[src/hw/rtl/lirs_pkg.sv]
// Shared types and constants of the linear interpolation resampler.
// Used by the front, sequencer, interpolation and top-level modules; depends on nothing.
`default_nettype none

package lirs_pkg;

	localparam int OUT_RATE    = 48000;
	localparam int SAMPLE_BITS = 16;
	localparam int RATE_W      = 17;
	localparam int RATE_MIN    = 8000;
	localparam int RATE_MAX    = 96000;
	localparam int RATE_RESET  = 48000;
	localparam int PH_W        = 16;
	localparam int FRAC_W      = 16;
	localparam int PH_SUM_W    = 18;

	// frac = floor(ph * 65536 / OUT_RATE) = floor(ph * FRAC_RECIP >> FRAC_SHIFT), exact for ph < OUT_RATE
	localparam int RECIP_W            = 25;
	localparam logic [RECIP_W-1:0] FRAC_RECIP = 25'd22906493;
	localparam int FRAC_SHIFT         = 24;

	localparam int QUEUE_DEPTH = 4;
	localparam int QPTR_W      = 2;

	localparam int CFG_IDX_W = 2;
	localparam logic [CFG_IDX_W-1:0] CFG_SOURCE_RATE = 2'd0;
	localparam logic [CFG_IDX_W-1:0] CFG_STEREO      = 2'd1;

	typedef logic signed [SAMPLE_BITS-1:0] sample_t;

	typedef struct packed {
		sample_t left;
		sample_t right;
		logic    fin;
	} item_t;

	typedef struct packed {
		logic              valid;
		sample_t           a_l;
		sample_t           a_r;
		sample_t           b_l;
		sample_t           b_r;
		logic [PH_W-1:0]   ph;
		logic              run_end;
		logic              stream_end;
	} op_t;

endpackage

`default_nettype wire

[src/hw/rtl/lirs_front.sv]
// Front end: accepts source frames, applies mono duplication, queues them.
// Depends on lirs_pkg.
`default_nettype none

module lirs_front (
	input  wire logic                  clk,
	input  wire logic                  arst_n,
	input  wire logic                  s_tvalid,
	output logic                       s_tready,
	input  wire logic [31:0]           s_tdata,  // src_left [15:0], src_right [31:16]
	input  wire logic                  s_tlast,  // final_frame
	input  wire logic                  stereo,
	output lirs_pkg::item_t            item,
	output logic                       item_valid,
	input  wire logic                  item_pop
);

	lirs_pkg::item_t               q_mem_q [lirs_pkg::QUEUE_DEPTH];
	logic [lirs_pkg::QPTR_W-1:0]   wr_ptr_q;
	logic [lirs_pkg::QPTR_W-1:0]   rd_ptr_q;
	logic [lirs_pkg::QPTR_W:0]     count_q;
	lirs_pkg::item_t               in_item;
	logic                          push;
	logic                          pop;

	assign s_tready   = (count_q != (lirs_pkg::QPTR_W + 1)'(lirs_pkg::QUEUE_DEPTH));
	assign item_valid = (count_q != '0);
	assign item       = q_mem_q[rd_ptr_q];
	assign push       = s_tvalid & s_tready;
	assign pop        = item_pop & item_valid;

	always_comb begin
		in_item.left  = s_tdata[15:0];
		in_item.right = stereo ? s_tdata[31:16] : s_tdata[15:0];
		in_item.fin   = s_tlast;
	end

	always_ff @(posedge clk) begin
		if (push) begin
			q_mem_q[wr_ptr_q] <= in_item;
		end
	end

	always_ff @(posedge clk or negedge arst_n) begin
		if (!arst_n) begin
			wr_ptr_q <= '0;
			rd_ptr_q <= '0;
			count_q  <= '0;
		end else begin
			if (push) begin
				wr_ptr_q <= wr_ptr_q + 1'b1;
			end
			if (pop) begin
				rd_ptr_q <= rd_ptr_q + 1'b1;
			end
			case ({push, pop})
				2'b10:   count_q <= count_q + 1'b1;
				2'b01:   count_q <= count_q - 1'b1;
				default: count_q <= count_q;
			endcase
		end
	end

endmodule

`default_nettype wire

[src/hw/rtl/lirs_seq.sv]
// Back-end sequencer: walks output positions through each source interval,
// keeps phase and history state, and issues interpolation ops.
// Depends on lirs_pkg.
`default_nettype none

module lirs_seq (
	input  wire logic                          clk,
	input  wire logic                          arst_n,
	input  wire lirs_pkg::item_t               item,
	input  wire logic                          item_valid,
	output logic                               item_pop,
	input  wire logic [lirs_pkg::RATE_W-1:0]   source_rate,
	input  wire logic                          adv,
	output lirs_pkg::op_t                      op
);

	typedef enum logic [2:0] {
		SEQ_IDLE  = 3'b001,
		SEQ_RUN_A = 3'b010,
		SEQ_RUN_B = 3'b100
	} seq_state_t;

	seq_state_t                       state_q;
	lirs_pkg::sample_t                prev_l_q;
	lirs_pkg::sample_t                prev_r_q;
	logic                             have_prev_q;
	logic [lirs_pkg::PH_W-1:0]        ph_q;
	logic [1:0]                       fts_q;
	lirs_pkg::item_t                  cur_q;

	logic [lirs_pkg::PH_SUM_W-1:0]    ph_sum;
	logic [lirs_pkg::PH_W-1:0]        ph_n;
	logic [1:0]                       fts_n;
	logic                             emit;
	logic                             last;

	always_comb begin
		ph_sum = {2'b00, ph_q} + {1'b0, source_rate};
		if (ph_sum >= lirs_pkg::PH_SUM_W'(2 * lirs_pkg::OUT_RATE)) begin
			ph_n  = lirs_pkg::PH_W'(ph_sum - lirs_pkg::PH_SUM_W'(2 * lirs_pkg::OUT_RATE));
			fts_n = 2'd2;
		end else if (ph_sum >= lirs_pkg::PH_SUM_W'(lirs_pkg::OUT_RATE)) begin
			ph_n  = lirs_pkg::PH_W'(ph_sum - lirs_pkg::PH_SUM_W'(lirs_pkg::OUT_RATE));
			fts_n = 2'd1;
		end else begin
			ph_n  = ph_sum[lirs_pkg::PH_W-1:0];
			fts_n = 2'd0;
		end
	end

	always_comb begin
		emit = (state_q != SEQ_IDLE) && (fts_q == 2'd0);
		last = (fts_n != 2'd0) && ((state_q == SEQ_RUN_B) || !cur_q.fin || (fts_n == 2'd2));
		op            = '0;
		op.valid      = emit;
		op.ph         = ph_q;
		op.run_end    = emit & last;
		op.stream_end = emit & last & cur_q.fin;
		op.b_l        = cur_q.left;
		op.b_r        = cur_q.right;
		if (state_q == SEQ_RUN_A) begin
			op.a_l = prev_l_q;
			op.a_r = prev_r_q;
		end else begin
			op.a_l = cur_q.left;
			op.a_r = cur_q.right;
		end
	end

	assign item_pop = (state_q == SEQ_IDLE) && item_valid;

	always_ff @(posedge clk) begin
		if (item_pop) begin
			cur_q <= item;
		end
	end

	always_ff @(posedge clk or negedge arst_n) begin
		if (!arst_n) begin
			state_q     <= SEQ_IDLE;
			prev_l_q    <= '0;
			prev_r_q    <= '0;
			have_prev_q <= 1'b0;
			ph_q        <= '0;
			fts_q       <= '0;
		end else begin
			case (state_q)
				SEQ_IDLE: begin
					if (item_valid) begin
						if (have_prev_q) begin
							state_q <= SEQ_RUN_A;
						end else if (item.fin) begin
							state_q <= SEQ_RUN_B;
						end else begin
							prev_l_q    <= item.left;
							prev_r_q    <= item.right;
							have_prev_q <= 1'b1;
						end
					end
				end
				SEQ_RUN_A: begin
					if (adv) begin
						if (fts_q == 2'd0) begin
							ph_q  <= ph_n;
							fts_q <= fts_n;
						end else begin
							fts_q       <= fts_q - 2'd1;
							prev_l_q    <= cur_q.left;
							prev_r_q    <= cur_q.right;
							have_prev_q <= 1'b1;
							state_q     <= cur_q.fin ? SEQ_RUN_B : SEQ_IDLE;
						end
					end
				end
				SEQ_RUN_B: begin
					if (adv) begin
						if (fts_q == 2'd0) begin
							ph_q  <= ph_n;
							fts_q <= fts_n;
						end else begin
							prev_l_q    <= '0;
							prev_r_q    <= '0;
							have_prev_q <= 1'b0;
							ph_q        <= '0;
							fts_q       <= '0;
							state_q     <= SEQ_IDLE;
						end
					end
				end
				default: begin
					state_q <= SEQ_IDLE;
				end
			endcase
		end
	end

endmodule

`default_nettype wire

[src/hw/rtl/lirs_interp.sv]
// Back-end datapath: fraction, interpolation and downmix pipeline with the
// output register of the result stream. Depends on lirs_pkg.
`default_nettype none

module lirs_interp (
	input  wire logic           clk,
	input  wire logic           arst_n,
	input  wire lirs_pkg::op_t  op,
	output logic                adv,
	output logic                m_tvalid,
	input  wire logic           m_tready,
	output logic [47:0]         m_tdata,  // out_left [15:0], out_right [31:16], out_mono [47:32]
	output logic                m_tlast,  // run_end
	output logic                m_tuser   // stream_end
);

	localparam int PROD_W = lirs_pkg::PH_W + lirs_pkg::RECIP_W;
	localparam int DIFF_W = lirs_pkg::SAMPLE_BITS + 1;
	localparam int MUL_W  = 2 * DIFF_W;

	lirs_pkg::op_t                    op_s1;
	logic                             v_s1;

	logic                             v_s2;
	logic [lirs_pkg::FRAC_W-1:0]      frac_s2;
	logic signed [DIFF_W-1:0]         dl_s2;
	logic signed [DIFF_W-1:0]         dr_s2;
	lirs_pkg::sample_t                al_s2;
	lirs_pkg::sample_t                ar_s2;
	logic [1:0]                       flags_s2;

	logic                             v_s3;
	logic signed [MUL_W-1:0]          pl_s3;
	logic signed [MUL_W-1:0]          pr_s3;
	lirs_pkg::sample_t                al_s3;
	lirs_pkg::sample_t                ar_s3;
	logic [1:0]                       flags_s3;

	logic                             out_valid_q;
	lirs_pkg::sample_t                out_l_q;
	lirs_pkg::sample_t                out_r_q;
	lirs_pkg::sample_t                out_m_q;
	logic [1:0]                       out_flags_q;

	logic [PROD_W-1:0]                fprod;
	logic signed [MUL_W-lirs_pkg::FRAC_W-1:0] ql;
	logic signed [MUL_W-lirs_pkg::FRAC_W-1:0] qr;
	logic signed [MUL_W-lirs_pkg::FRAC_W-1:0] lf;
	logic signed [MUL_W-lirs_pkg::FRAC_W-1:0] rf;
	lirs_pkg::sample_t                l_n;
	lirs_pkg::sample_t                r_n;
	logic signed [DIFF_W-1:0]         msum;

	assign adv = !out_valid_q || m_tready;

	always_comb begin
		fprod = PROD_W'(op_s1.ph) * PROD_W'(lirs_pkg::FRAC_RECIP);
		ql    = pl_s3[MUL_W-1:lirs_pkg::FRAC_W];
		qr    = pr_s3[MUL_W-1:lirs_pkg::FRAC_W];
		lf    = ql + (MUL_W - lirs_pkg::FRAC_W)'(al_s3);
		rf    = qr + (MUL_W - lirs_pkg::FRAC_W)'(ar_s3);
		l_n   = lf[lirs_pkg::SAMPLE_BITS-1:0];
		r_n   = rf[lirs_pkg::SAMPLE_BITS-1:0];
		msum  = DIFF_W'(l_n) + DIFF_W'(r_n);
	end

	always_ff @(posedge clk) begin
		if (adv) begin
			op_s1    <= op;

			frac_s2  <= fprod[lirs_pkg::FRAC_SHIFT+lirs_pkg::FRAC_W-1:lirs_pkg::FRAC_SHIFT];
			dl_s2    <= DIFF_W'(op_s1.b_l) - DIFF_W'(op_s1.a_l);
			dr_s2    <= DIFF_W'(op_s1.b_r) - DIFF_W'(op_s1.a_r);
			al_s2    <= op_s1.a_l;
			ar_s2    <= op_s1.a_r;
			flags_s2 <= {op_s1.stream_end, op_s1.run_end};

			pl_s3    <= dl_s2 * $signed({1'b0, frac_s2});
			pr_s3    <= dr_s2 * $signed({1'b0, frac_s2});
			al_s3    <= al_s2;
			ar_s3    <= ar_s2;
			flags_s3 <= flags_s2;

			out_l_q     <= l_n;
			out_r_q     <= r_n;
			out_m_q     <= msum[DIFF_W-1:1];
			out_flags_q <= flags_s3;
		end
	end

	always_ff @(posedge clk or negedge arst_n) begin
		if (!arst_n) begin
			v_s1        <= 1'b0;
			v_s2        <= 1'b0;
			v_s3        <= 1'b0;
			out_valid_q <= 1'b0;
		end else if (adv) begin
			v_s1        <= op.valid;
			v_s2        <= v_s1;
			v_s3        <= v_s2;
			out_valid_q <= v_s3;
		end
	end

	assign m_tvalid = out_valid_q;
	assign m_tdata  = {out_m_q, out_r_q, out_l_q};
	assign m_tlast  = out_flags_q[0];
	assign m_tuser  = out_flags_q[1];

endmodule

`default_nettype wire

[src/hw/rtl/linear_interp_resampler_core.sv]
// Top level of the linear interpolation resampler: configuration registers
// and the front queue, sequencer and interpolation pipeline.
// Depends on lirs_pkg, lirs_front, lirs_seq and lirs_interp.
//
// Source frames enter a four-frame queue and are resampled to 48 kHz output
// frames. The sequencer picks a frame from the queue, then issues one output
// frame per cycle while the output is not stalled and closes each source
// interval in a further step; a final frame also closes a trailing interval.
// Each output frame leaves a four-stage interpolation pipeline; a stalled
// output stalls the sequencer while the queue keeps taking frames until it
// is full. Writes to source_rate saturate to 8000..96000 Hz. Configure only
// while the block is idle.
`default_nettype none

module linear_interp_resampler_core (
	input  wire logic                             clk,
	input  wire logic                             arst_n,
	input  wire logic                             cfg_we,
	input  wire logic [lirs_pkg::CFG_IDX_W-1:0]   cfg_index,
	input  wire logic [lirs_pkg::RATE_W-1:0]      cfg_wdata,
	input  wire logic                             s_tvalid,
	output logic                                  s_tready,
	input  wire logic [31:0]                      s_tdata,  // src_left [15:0], src_right [31:16]
	input  wire logic                             s_tlast,  // final_frame
	output logic                                  m_tvalid,
	input  wire logic                             m_tready,
	output logic [47:0]                           m_tdata,  // out_left, out_right, out_mono
	output logic                                  m_tlast,  // run_end
	output logic                                  m_tuser   // stream_end
);

	logic [lirs_pkg::RATE_W-1:0]  source_rate_q;
	logic                         stereo_q;
	logic [lirs_pkg::RATE_W-1:0]  rate_sat;
	lirs_pkg::item_t              item;
	logic                         item_valid;
	logic                         item_pop;
	lirs_pkg::op_t                op;
	logic                         adv;

	always_comb begin
		if (cfg_wdata < lirs_pkg::RATE_W'(lirs_pkg::RATE_MIN)) begin
			rate_sat = lirs_pkg::RATE_W'(lirs_pkg::RATE_MIN);
		end else if (cfg_wdata > lirs_pkg::RATE_W'(lirs_pkg::RATE_MAX)) begin
			rate_sat = lirs_pkg::RATE_W'(lirs_pkg::RATE_MAX);
		end else begin
			rate_sat = cfg_wdata;
		end
	end

	always_ff @(posedge clk or negedge arst_n) begin
		if (!arst_n) begin
			source_rate_q <= lirs_pkg::RATE_W'(lirs_pkg::RATE_RESET);
			stereo_q      <= 1'b1;
		end else if (cfg_we) begin
			case (cfg_index)
				lirs_pkg::CFG_SOURCE_RATE: source_rate_q <= rate_sat;
				lirs_pkg::CFG_STEREO:      stereo_q      <= cfg_wdata[0];
				default: begin
				end
			endcase
		end
	end

	lirs_front u_front (
		.clk        (clk),
		.arst_n     (arst_n),
		.s_tvalid   (s_tvalid),
		.s_tready   (s_tready),
		.s_tdata    (s_tdata),
		.s_tlast    (s_tlast),
		.stereo     (stereo_q),
		.item       (item),
		.item_valid (item_valid),
		.item_pop   (item_pop)
	);

	lirs_seq u_seq (
		.clk         (clk),
		.arst_n      (arst_n),
		.item        (item),
		.item_valid  (item_valid),
		.item_pop    (item_pop),
		.source_rate (source_rate_q),
		.adv         (adv),
		.op          (op)
	);

	lirs_interp u_interp (
		.clk      (clk),
		.arst_n   (arst_n),
		.op       (op),
		.adv      (adv),
		.m_tvalid (m_tvalid),
		.m_tready (m_tready),
		.m_tdata  (m_tdata),
		.m_tlast  (m_tlast),
		.m_tuser  (m_tuser)
	);

endmodule

`default_nettype wire

[config.mk]
export PLATFORM = sky130hd
export DESIGN_NAME = linear_interp_resampler_core
export DESIGN_NICKNAME = d
export VERILOG_FILES = /design/src/hw/rtl/lirs_pkg.sv /design/src/hw/rtl/lirs_front.sv /design/src/hw/rtl/lirs_seq.sv /design/src/hw/rtl/lirs_interp.sv /design/src/hw/rtl/linear_interp_resampler_core.sv
export SDC_FILE = /design/constraint.sdc
export NUM_CORES = 2
export LEC_CHECK = 0
export BUFFER_PORTS_ARGS = -buffer_cell sky130_fd_sc_hd__clkbuf_2
export CORE_ASPECT_RATIO = 0.8
export CORE_MARGIN = 5
export CORE_UTILIZATION = 39
export CTS_CLUSTER_DIAMETER = 200
export CTS_CLUSTER_SIZE = 40
export DETAILED_ROUTE_END_ITERATION = 6
export PLACE_DENSITY_LB_ADDON = 0.05
export SLEW_MARGIN = 5
export SYNTH_ARGS = -nofsm -noshare
export SYNTH_HDL_FRONTEND = slang
export SYNTH_HIERARCHICAL = 1
export SYNTH_SLANG_ARGS = --single-unit
[constraint.sdc]
create_clock -name clk -period 25.2 [get_ports clk]
set_input_delay 2.52 -clock clk [delete_from_list [all_inputs] [get_ports clk]]
set_output_delay 2.52 -clock clk [all_outputs]
set_load 0.01 [all_outputs]
==> impl_metrics.yaml <==
outcome:
  outcome: "finished clean"
yosys:
  synthFlopType: "edfxtp_1"
  ys_seq_elements: 530
  synth_nets: 5584
  synthArstFlopShare: 0.157
  synth_cell_types: 113
  synth_edf_count: 447
  syn_area_um2: 49500
  yosys_warnings: 6
  netlist_instances: 4431
  avgSynthCellArea_um2: 11.2
  synth_seq_area_share: 0.314
finish:
  final_layout_size_suffix_gt1_frac: 0.0711
  fillers: 12100
  layout.nets: 5584
  syn2layout_area_growth_pct: 5.34
sta:
  tns_ns: 0
  fmax_ghz: 0.142
  setup_viol: 0
  rsz0062_at_grt: "no"
  hold_viol: 0
  slew_viol_final: 0
  finClkSkew_ns: 0.0516
  slew_headroom: 0.218
  worst_pin_slew_ns: 1.16
  fin_crit_sh: 0.280
  fin_crit_ns: 7.05
clock_tree:
  cts_buffers: 17
  root_buffer: "clkbuf_16"
  path_clk_slew_ns: 0.16
  worst_skew_pair.late_latency_ns: 0.60
  cts_tree: "done"
  ctsResizeCount: 0
  cts_setup_buffers: 0
  cts_sinks: 530
  hold_buffers: 0
  htree_levels: 1
  cts.path.max_buffers: 3
detailed_routing:
  drt_iter0_drc: 1698
  dr.pass1.iters: 5
  drcViolationCount: 0
  routed_wl_um: 120000
  wl_per_cell_um: 19.7
  vias: 29700
  via_per_inst: 4.87
  ant_nets: 0
floorplanning:
  io_pins: 109
  rows: 116
  die_area_um2: 134000
  start_util: 0.394
  die_y_um: 329
  core_um2: 126000
  die_w_um: 408
grt:
  antenna_found_initial: 18
  overflow: 0
  grt_usage: 0.183
  first_global_vias: 31500
  grt_max_degree: 166
  grt_pass1_wl_um: 192000
setup_path:
  required_ns: 25.57
  worst-setup-path-type: "flop to flop"
  end_kind: "flop"
  cp-start-kind: "flop"
  cp_max_fo: 16
  cp.arrival_ns: 7.42
flow_run:
  maxCapViolations: 0
place:
  dp_hpwl_um: 95400
  gp_congestion: 0.818
  port_buffers: 108
worst_hold_path:
  hold_class: "flop to flop"
## registers in the layout, indices dropped and copies added, names as in the netlist, 17 cells and up
| signal | count |
|---|---|
| u_interp/dl_s2 | 17 |
| source_rate_q | 17 |
| u_interp/dr_s2 | 17 |
| u_front/q_mem_q | 132 |
| u_interp/op_s1 | 82 |
| u_seq/op | 32 |
## per-stage QoR
| step | worst slack (ns) | util | instance area, um^2 | hold slack [ns] | std cells |
|---|---|---|---|---|---|
| floorplan | 13.08 | - | 49500 | 0.400 | 4431 |
| CTS | 18.07 | 0.415 | 52100 | 0.408 | 6094 |
| global placement | 18.20 | 0.411 | 51600 | 0.402 | 6064 |
| detailed placement | 18.07 | 0.411 | 51600 | 0.405 | 6064 |
| global route | 17.69 | 0.415 | 52100 | 0.426 | 6094 |
| finish | 18.15 | 0.415 | 52100 | 0.432 | 6095 |
## cell usage after synthesis (all sizes together) (30+ instances only)
cell    count  area (um^2)
nand2     389         1460
nand3      36          185
edfxtp    447        13400
xnor2     108          946
nor2      157          589
mux4       33          743
buf        48          332
xor2       39          368
o21ai      65          329
inv       981         3680
and2      252         1580
clkbuf    108          405
a21o       30          225
mux2       53          601
a21oi     131          671
a22oi      34          255
dfrtp      74         1850
nor3       37          201
ha        416         5200
fa        680        13600
## kinds of logic after synthesis
| family | count (synthesis) | synth area share |
|---|---|---|
| adders and majority gates | 1097 | 0.381 |
| xor gates and xnor gates | 147 | 0.0266 |
| muxes | 90 | 0.0280 |
| AOI/OAI and AO/OA | 434 | 0.0629 |
| DFF | 530 | 0.314 |
| buffers and inverters | 1137 | 0.0894 |
| and+or+nand+nor | 996 | 0.0988 |
## path summary, 6_finish.rpt
kind                                     from                  end  slack [ns]  cells after the start
max                        u_interp/dl_s2[16]   u_interp/pl_s3[31]       18.15                     20
min                         u_interp/ar_s2[9]    u_interp/ar_s3[9]        0.43                      0
max reg2reg                u_interp/dl_s2[16]   u_interp/pl_s3[31]       18.15                     20
min reg2reg                 u_interp/ar_s2[9]    u_interp/ar_s3[9]        0.43                      0
max in group asynchronous              arst_n  u_front/rd_ptr_q[0]       22.16                      2
min in group asynchronous              arst_n    u_seq/prev_r_q[7]        1.89                      1
## layer usage
metal / track usage / wire, um
met1: 0.299 / 64100
met2: 0.270 / 50400
met3: 0.0228 / 5030
met4: 0.0136 / 824
met5: 0 / 0
## cell type report
| cell class | count | area (um^2) | area share |
|---|---|---|---|
| multi-input cells | 2764 | 29600 | 0.567 |
| flip-flops and latches | 530 | 15500 | 0.298 |
| inverters | 981 | 3680 | 0.0707 |
| well taps | 1652 | 2070 | 0.0397 |
| repair buffers | 137 | 773 | 0.0148 |
| clock buffers | 28 | 467 | 0.00896 |
| clock inverters | 2 | 38.8 | 0.000745 |
| diodes | 1 | 2.50 | 0.0000480 |
## placed cells by master (no fill, tap or decap), drive strengths merged, types with 9 or more instances in the layout
cell type / instances
nand2: 389
or3: 18
a21o: 30
clkbuf: 135
dfrtp: 74
o41ai: 9
nor2: 157
a21boi: 14
nor2b: 22
a32o: 9
o21a: 16
a211oi: 13
o21bai: 11
xor2: 39
xnor2: 108
nand3: 36
mux2: 53
edfxtp: 447
a22oi: 34
buf: 30
and3: 24
and2: 252
o21ai: 65
dfstp: 9
ha: 416
a31oi: 10
nor3: 37
nand2b: 13
mux4: 33
a21oi: 131
fa: 680
inv: 982
## critical path: stages (launching register included)
cell,delay [ns]
edfxtp_1,0.63
and2_1,0.32
fa_1,0.64
inv_1,0.14
fa_1,0.50
inv_1,0.05
fa_1,0.48
fa_1,0.51
fa_1,0.49
inv_1,0.06
fa_1,0.47
inv_1,0.05
ha_1,0.30
a2111oi_0,0.61
nand3_1,0.18
o21a_4,0.25
o41ai_4,0.32
o21ai_2,0.17
o41ai_4,0.33
nor2_1,0.09
a211o_1,0.23
Power is not shown: default switching activity piles up to over one toggle a cycle in this logic, so the estimate is an artifact.
